$ cat config.mk
export PLATFORM = sky130hd
export DESIGN_NAME = ppas_addr_unit
export DESIGN_NICKNAME = d
export VERILOG_FILES = /design/src/rtl/ppas_pkg.sv /design/src/rtl/ppas_addr_unit.sv
export SDC_FILE = /design/constraint.sdc
export NUM_CORES = 1
export LEC_CHECK = 0
export ABC_CLOCK_PERIOD_IN_PS = 4070
export BUFFER_PORTS_ARGS = -buffer_cell sky130_fd_sc_hd__buf_2
export CORE_MARGIN = 2
export CORE_UTILIZATION = 45
export DETAILED_ROUTE_END_ITERATION = 10
export PLACE_DENSITY = 0.76
export REMOVE_ABC_BUFFERS = 1
export SLEW_MARGIN = 40
export SYNTH_ARGS = -nofsm -noshare
export SYNTH_HDL_FRONTEND = slang
export SYNTH_SLANG_ARGS = --single-unit
export TNS_END_PERCENT = 1
$ cat constraint.sdc
create_clock -name vclk -period 4.07
set_clock_uncertainty 0.15 [all_clocks]
set_input_delay 0.407 -clock vclk [all_inputs]
set_output_delay 0.407 -clock vclk [all_outputs]
set_load 0.02 [all_outputs]
$ cat src/rtl/ppas_pkg.sv
// Shared types and constants for the per-CPU page allocator with stealing.
`default_nettype none

package ppas_pkg;

	localparam int ADDR_W    = 32;
	localparam int CPU_IN_W  = 3;
	localparam int KIND_W    = 1;
	localparam int STATUS_W  = 2;
	localparam int CFG_IDX_W = 1;
	localparam int CFG_W     = 32;

	localparam int DEF_NUM_CPUS    = 8;
	localparam int DEF_NUM_PAGES   = 32768;
	localparam int DEF_STEAL_COUNT = 32;
	localparam int DEF_PAGE_SHIFT  = 12;

	localparam logic [ADDR_W-1:0] MEM_START_RST = 32'h8000_0000;
	localparam logic [ADDR_W-1:0] MEM_STOP_RST  = 32'h8800_0000;

	typedef enum logic [KIND_W-1:0] {
		KIND_FREE  = 1'b0,
		KIND_ALLOC = 1'b1
	} kind_t;

	typedef enum logic [STATUS_W-1:0] {
		ST_OK       = 2'd0,
		ST_OOM      = 2'd1,
		ST_BAD_ADDR = 2'd2
	} status_t;

	typedef enum logic [CFG_IDX_W-1:0] {
		CFG_MEM_START = 1'b0,
		CFG_MEM_STOP  = 1'b1
	} cfg_reg_t;

	typedef enum logic [3:0] {
		S_IDLE,
		S_F_CHECK,
		S_F_PUSH,
		S_A_HEAD,
		S_A_POP,
		S_A_SCAN,
		S_A_WALK,
		S_A_RD1,
		S_A_RD2,
		S_RESP
	} state_t;

	typedef enum logic {
		AU_SLOT_OFS,
		AU_PAGE_ADDR
	} au_op_t;

	typedef struct packed {
		au_op_t              op;
		logic [ADDR_W-1:0]   base;
		logic [ADDR_W-1:0]   operand;
	} au_req_t;

endpackage

`default_nettype wire

$ cat src/rtl/ppas_addr_unit.sv
// Shared adder: address to slot offset, or slot to page address.
`default_nettype none

module ppas_addr_unit #(
	parameter int PAGE_SHIFT = ppas_pkg::DEF_PAGE_SHIFT
) (
	input  ppas_pkg::au_req_t              req,
	output logic [ppas_pkg::ADDR_W-1:0]    result
);

	logic [ppas_pkg::ADDR_W-1:0] opa;
	logic [ppas_pkg::ADDR_W-1:0] opb;
	logic [ppas_pkg::ADDR_W-1:0] sum;
	logic                        sub;

	// operand - base is operand + ~base + 1
	always_comb begin
		sub = (req.op == ppas_pkg::AU_SLOT_OFS);
		opa = sub ? req.operand : req.base;
		opb = sub ? ~req.base : (req.operand << PAGE_SHIFT);
		sum = opa + opb + ppas_pkg::ADDR_W'(sub);
		result = sub ? (sum >> PAGE_SHIFT) : sum;
	end

endmodule

`default_nettype wire

==> results of run 1 <==
==> logic make-up (layout without fill, tap and decap cells) <==
family	count (synthesis)	count (layout)	synth area share
compound gates	137	137	0.3383
xor+xnor	23	23	0.08221
buf+inv	33	145	0.05525
mux	36	36	0.1447
fa+ha+maj	32	32	0.1465
simple gates	132	132	0.2332
==> critical path: cells and delay by family <==
| family | cells | cell delay [ns] |
|---|---|---|
| buf+inv | 5 | 0.79 |
| simple gates | 3 | 0.62 |
| compound gates | 2 | 0.52 |
| mux | 2 | 0.49 |
| fa+ha+maj | 1 | 0.32 |
| xor+xnor | 1 | 0.25 |
==> area by class of cell <==
type	count	area, µm²
timing repair buffer	134	790.8
fill	569	2305
tap	75	93.84
multi-input combinational	360	2725
inverter	11	41.29
==> metrics by stage <==
step / setup slack, ns / util / TNS (ns) / std cells
global route: -0.02180 / 0.6130 / -0.03100 / 580
finish: 0.1061 / 0.6130 / 0 / 580
detailed placement: -0.1170 / 0.5947 / -0.4227 / 578
floorplan: 0.2790 / - / 0 / 371
CTS: 0.01602 / 0.5981 / 0 / 579
global placement: -0.01697 / 0.5947 / -0.03308 / 578
==> what timing repair did <==
item / CTS / global route
endpoints found under the setup margin: 7 / 17
setup buffers: 1 / 1
pin swaps: 2 / 7
gates resized for setup: 2 / 14
==> synthesized netlist by cell type (2+ instances only) <==
cell type | count | share of area
clkbuf_1 | 12 | 0.016
nand2_1 | 49 | 0.066
and4_1 | 3 | 0.0094
nor2_1 | 25 | 0.034
buf_4 | 2 | 0.0054
o2111ai_1 | 2 | 0.0063
o21bai_1 | 6 | 0.016
a31o_1 | 2 | 0.0063
xnor2_1 | 13 | 0.041
a311oi_2 | 2 | 0.011
and3_1 | 7 | 0.016
buf_6 | 2 | 0.0081
nand3_1 | 10 | 0.018
xnor3_1 | 2 | 0.016
or3_1 | 4 | 0.0090
o21a_1 | 3 | 0.0081
inv_1 | 10 | 0.013
o21ai_1 | 4 | 0.0072
a21o_1 | 15 | 0.040
nor2b_1 | 2 | 0.0045
and2_1 | 9 | 0.020
a21oi_2 | 2 | 0.0063
buf_2 | 6 | 0.011
a21oi_1 | 30 | 0.054
xor2_1 | 8 | 0.025
nand2b_1 | 2 | 0.0045
o21ai_0 | 37 | 0.066
nor3_1 | 8 | 0.014
ha_1 | 31 | 0.14
a31oi_1 | 7 | 0.016
mux2_2 | 34 | 0.14
o41ai_2 | 2 | 0.012
o31ai_1 | 5 | 0.013
mux2i_1 | 2 | 0.0072
o21ai_2 | 4 | 0.013
nand4_1 | 4 | 0.0090
==> worst max-delay path by stage <==
| stage | from | endpoint | slack [ns] | depth (start not counted) |
|---|---|---|---|---|
| after floorplan | req[64] | result[12] | 0.28 | 13 |
| after global placement | req[64] | result[12] | -0.02 | 15 |
| after detailed placement | req[64] | result[12] | -0.12 | 15 |
| after CTS | req[64] | result[12] | 0.02 | 15 |
| after global routing | req[64] | result[19] | -0.02 | 14 |
| final | req[64] | result[19] | 0.11 | 14 |
==> power groups by stage <==
| stage | Sequential, mW | Clock [mW] | Combinational (mW) |
|---|---|---|---|
| finish | 0 | 0 | 0.868 |
| global placement | 0 | 0 | 0.818 |
| detailed placement | 0 | 0 | 0.830 |
| CTS | 0 | 0 | 0.839 |
| global route | 0 | 0 | 0.944 |
| floorplan | 0 | 0 | 0.547 |
==> metal layers <==
layer	share of wire	vias up
met5	0	-
met4	0.026	0
met3	0.055	16
met2	0.48	123
met1	0.44	1524
li1	-	1688
==> flow_metrics.env, run 1 <==
export IMPL_cp_arrival_ns=3.41
export IMPL_grt_pass1_vias=3024
export IMPL_critPathKind="primary input to output pin"
export IMPL_use_met3=0.005435
export IMPL_drcViolationCount=0
export IMPL_slowest_stage="mux2_2"
export IMPL_critPathMaxFanout=51
export IMPL_core_area_um2=5956
export IMPL_seq_cells=0
export IMPL_ant_nets=0
export IMPL_drt_wirelength_per_cell_um=15.56
export IMPL_row_count=28
export IMPL_pwr_share_comb=1.000
export IMPL_routed_via_count=3351
export IMPL_busiest_layer="met2"
export IMPL_grt_max_degree=52
export IMPL_start_util=0.4676
export IMPL_hold_path_cell_count=4
export IMPL_grt_ovfl_total=0
export IMPL_io_buffers=97
export IMPL_dieArea_um2=6834
export IMPL_crit_top_cell="buf_4"
export IMPL_viasPerCell=5.778
export IMPL_min_from="req[31]"
export IMPL_gp_congestion=0.9119
export IMPL_status="complete, no violations"
export IMPL_switching_share=0.5687
export IMPL_seq_area_um2=0
export IMPL_max_slew_margin_rel=0.7253
export IMPL_totalPowerFinal_uw=868.3
export IMPL_period_needed_ns=3.964
export IMPL_grt_util_all_layers=0.2481
export IMPL_crit_required_ns=3.51
export IMPL_critical_path_cell_chain="buf_4 > buf_4 > buf_12 > mux2_2 > ha_1 > buf_4 > and3_2 > and3_1 > o21bai_1 > nand3_1 > a31oi_2 > xnor3_1 > mux2i_1 > buf_2"
export IMPL_dieHeight_um=82.67
export IMPL_hold_ws_ns=1.171
export IMPL_total_leakage_power_nw=1.793
export IMPL_design_area_um2=3651
export IMPL_final_cell_mix="buf_2, nand2_1, o21ai_0, buf_4, mux2_2"
export IMPL_dr_pass1_iters=4
export IMPL_timing_final_hold_violations=0
export IMPL_diodes=0
export IMPL_pwr_share_clk=0
export IMPL_postSynthCellCount=393
export IMPL_use_met2=0.4516
export IMPL_nets=604
export IMPL_p_per_area_nw_per_um2=237.8
export IMPL_rsz0062_at_grt="true"
export IMPL_min_to="result[19]"
export IMPL_synth_cell_types=63
export IMPL_hpwlAfterDp_um=7546
export IMPL_cpPeakStageDelay_ns=0.36
export IMPL_intPower_uw=374.5
export IMPL_num_clock_buffers=0
export IMPL_finalSetupViolCount=0
export IMPL_worstSetupStartpointType="primary input"
export IMPL_drt_wl_total_um=9023
export IMPL_die_w_um=82.67
export IMPL_cp_end_kind="output pin"
export IMPL_drive_gt1_frac=0.4040
export IMPL_cts_hold_fix_buffers=0
export IMPL_syn_area_um2=2785
export IMPL_drv_slew=0
export IMPL_fmax_mhz=252.3
export IMPL_synth_avg_cell_area_um2=7.087
export IMPL_grt_pass1_wl_um=13480
export IMPL_worst_pin_slew_ns=0.4096
export IMPL_antenna_found_initial=0
export IMPL_met1_usage=0.3221
export IMPL_ios=97
export IMPL_area_growth_pct=31.09
export IMPL_switching_power_uw=493.8
export IMPL_yosysSeqAreaShare=0
export IMPL_yosysWarningCount=0
export IMPL_ir_worst_vdd_uv=127.6
export IMPL_drt_iter0_drc=170
export IMPL_seqPwrFrac=0
export IMPL_placed_cell_area_um2=3542
export IMPL_cap_violations=0
export IMPL_fin_crit_sh=0.9739
export IMPL_final_common_cell="buf_2"
export IMPL_hp_class="primary input to output pin"
No activity file was read; power rests on OpenSTA's default activity.
==> inputs of run 2 (changes only) <==
CORE_UTILIZATION = 30   (was 45)
PLACE_DENSITY = not set   (was 0.76)
==> run 2 against run 1 <==
Sequential share of layout area unchanged. Largest power group unchanged. Total power increased by 3.0%. Critical endpoint is now result[16]. Routed wire length increased by 6.5%. Cell count increased by 7.4%. Die area increased by 47%. Core utilization decreased by 20 points. Critical path depth increased by 1. Flip-flop and latch count unchanged. Final area increased by 3.6%. Worst setup slack improved by 0.022 ns.
==> flow_metrics.env, run 2 (synthesized netlist as in run 1, its figures left out) <==
export IMPL_row_count=35
export IMPL_drcViolationCount=0
export IMPL_worst_pin_slew_ns=0.5643
export IMPL_max_slew_margin_rel=0.6206
export IMPL_start_util=0.3058
export IMPL_ant_nets=0
export IMPL_critPathMaxFanout=3
export IMPL_antenna_found_initial=1
export IMPL_finalSetupViolCount=0
export IMPL_viasPerCell=5.334
export IMPL_critPathKind="primary input to output pin"
export IMPL_final_common_cell="buf_2"
export IMPL_die_w_um=100.4
export IMPL_crit_required_ns=3.51
export IMPL_seq_cells=0
export IMPL_slowest_stage="fa_2"
export IMPL_io_buffers=97
export IMPL_met1_usage=0.2670
export IMPL_cpPeakStageDelay_ns=0.37
export IMPL_timing_final_hold_violations=0
export IMPL_drv_slew=0
export IMPL_hold_path_cell_count=4
export IMPL_fillers=1024
export IMPL_pre_cts_slack_ns=-0.1141
export IMPL_drt_wl_total_um=9613
export IMPL_nets=610
export IMPL_fmax_mhz=253.7
export IMPL_drt_wirelength_per_cell_um=15.43
export IMPL_worstSetupStartpointType="primary input"
export IMPL_cp_end_kind="output pin"
export IMPL_setup_slack_ns=0.1280
export IMPL_multi_input_area_um2=2756
export IMPL_rsz0062_at_grt="true"
export IMPL_cts_hold_fix_buffers=0
export IMPL_p_per_area_nw_per_um2=236.6
export IMPL_use_met3=0.01602
export IMPL_drive_gt1_frac=0.4188
export IMPL_grt_max_degree=39
export IMPL_busiest_layer="met2"
export IMPL_dieArea_um2=10070
export IMPL_use_met2=0.2938
export IMPL_tns_ns=0
export IMPL_fin_crit_sh=0.9686
export IMPL_grt_util_all_layers=0.1814
export IMPL_core_area_um2=9109
export IMPL_drt_iter0_drc=156
export IMPL_grt_pass1_vias=3046
export IMPL_status="complete, no violations"
export IMPL_ir_worst_vdd_uv=100.6
export IMPL_gp_congestion=0.8837
export IMPL_grt_pass1_wl_um=15040
export IMPL_hp_class="primary input to output pin"
export IMPL_cp_arrival_ns=3.39
export IMPL_final_cell_mix="buf_2, nand2_1, buf_4, o21ai_0, mux2_2"
export IMPL_routed_via_count=3323
export IMPL_grt_ovfl_total=0
export IMPL_period_needed_ns=3.942
export IMPL_total_leakage_power_nw=1.847
export IMPL_dr_pass1_iters=4
export IMPL_critical_path_cell_chain="buf_4 > mux2_2 > ha_4 > a21oi_4 > inv_1 > fa_2 > a21oi_4 > o21ai_2 > a311oi_4 > o21ai_2 > a41oi_2 > o41ai_2 > xor2_1 > mux2_2 > buf_2"
export IMPL_area_growth_pct=35.76
export IMPL_cap_violations=0
export IMPL_dieHeight_um=100.4
export IMPL_num_clock_buffers=0
export IMPL_ios=97
export IMPL_hpwlAfterDp_um=8117
export IMPL_seq_area_um2=0
[run 2: per-layer routing]
| metal | wire, µm | part of all wire | vias up |
|---|---|---|---|
| li1 | - | - | 1714 |
| met1 | 4611 | 0.48 | 1496 |
| met2 | 4252 | 0.44 | 103 |
| met3 | 597 | 0.062 | 10 |
| met4 | 151 | 0.016 | 0 |
| met5 | 0 | 0 | - |
[run 2: repair_timing]
item,CTS,global route
pin swaps,3,10
gates resized for setup,1,22
buffers inserted,1,3
setup endpoints to repair,8,22
[run 2: stage by stage]
step	cells	total power, mW	utilization	cell area, µm²	hold slack [ns]
floorplan	371	0.5468	-	2673	0.8090
global placement	618	0.8462	0.3971	3617	1.167
detailed placement	618	0.8494	0.3971	3617	1.169
CTS	619	0.8568	0.3984	3628	1.171
global route	622	0.9762	0.4148	3779	1.190
finish	623	0.8945	0.4151	3781	1.164
[run 2: path summary, 6_finish.rpt]
| path | to | startpoint |
|---|---|---|
| worst max-delay path | result[16] | req[64] |
| worst min-delay path | result[19] | req[31] |
[run 2: final cells by class]
type,instances,share of cell area
diodes,1,0.0006618
inverters,11,0.01092
multi-input cells,360,0.7290
well taps,111,0.03673
repair buffers,140,0.2227
[run 2: power breakdown]
part	internal (mW)	leakage, nW	switching (mW)
Combinational	0.392	1.85	0.503
Sequential	0	0	0
Clock	0.0000000328	0.00000634	0
Total	0.392	1.85	0.503
[run 2: critical path: cells and delay by family]
kind	cells	cell delay [ns]
buffers and inverters	3	0.33
AOI/OAI and AO/OA	7	1.27
adders and majority gates	2	0.63
xor gates and xnor gates	1	0.15
muxes	2	0.62
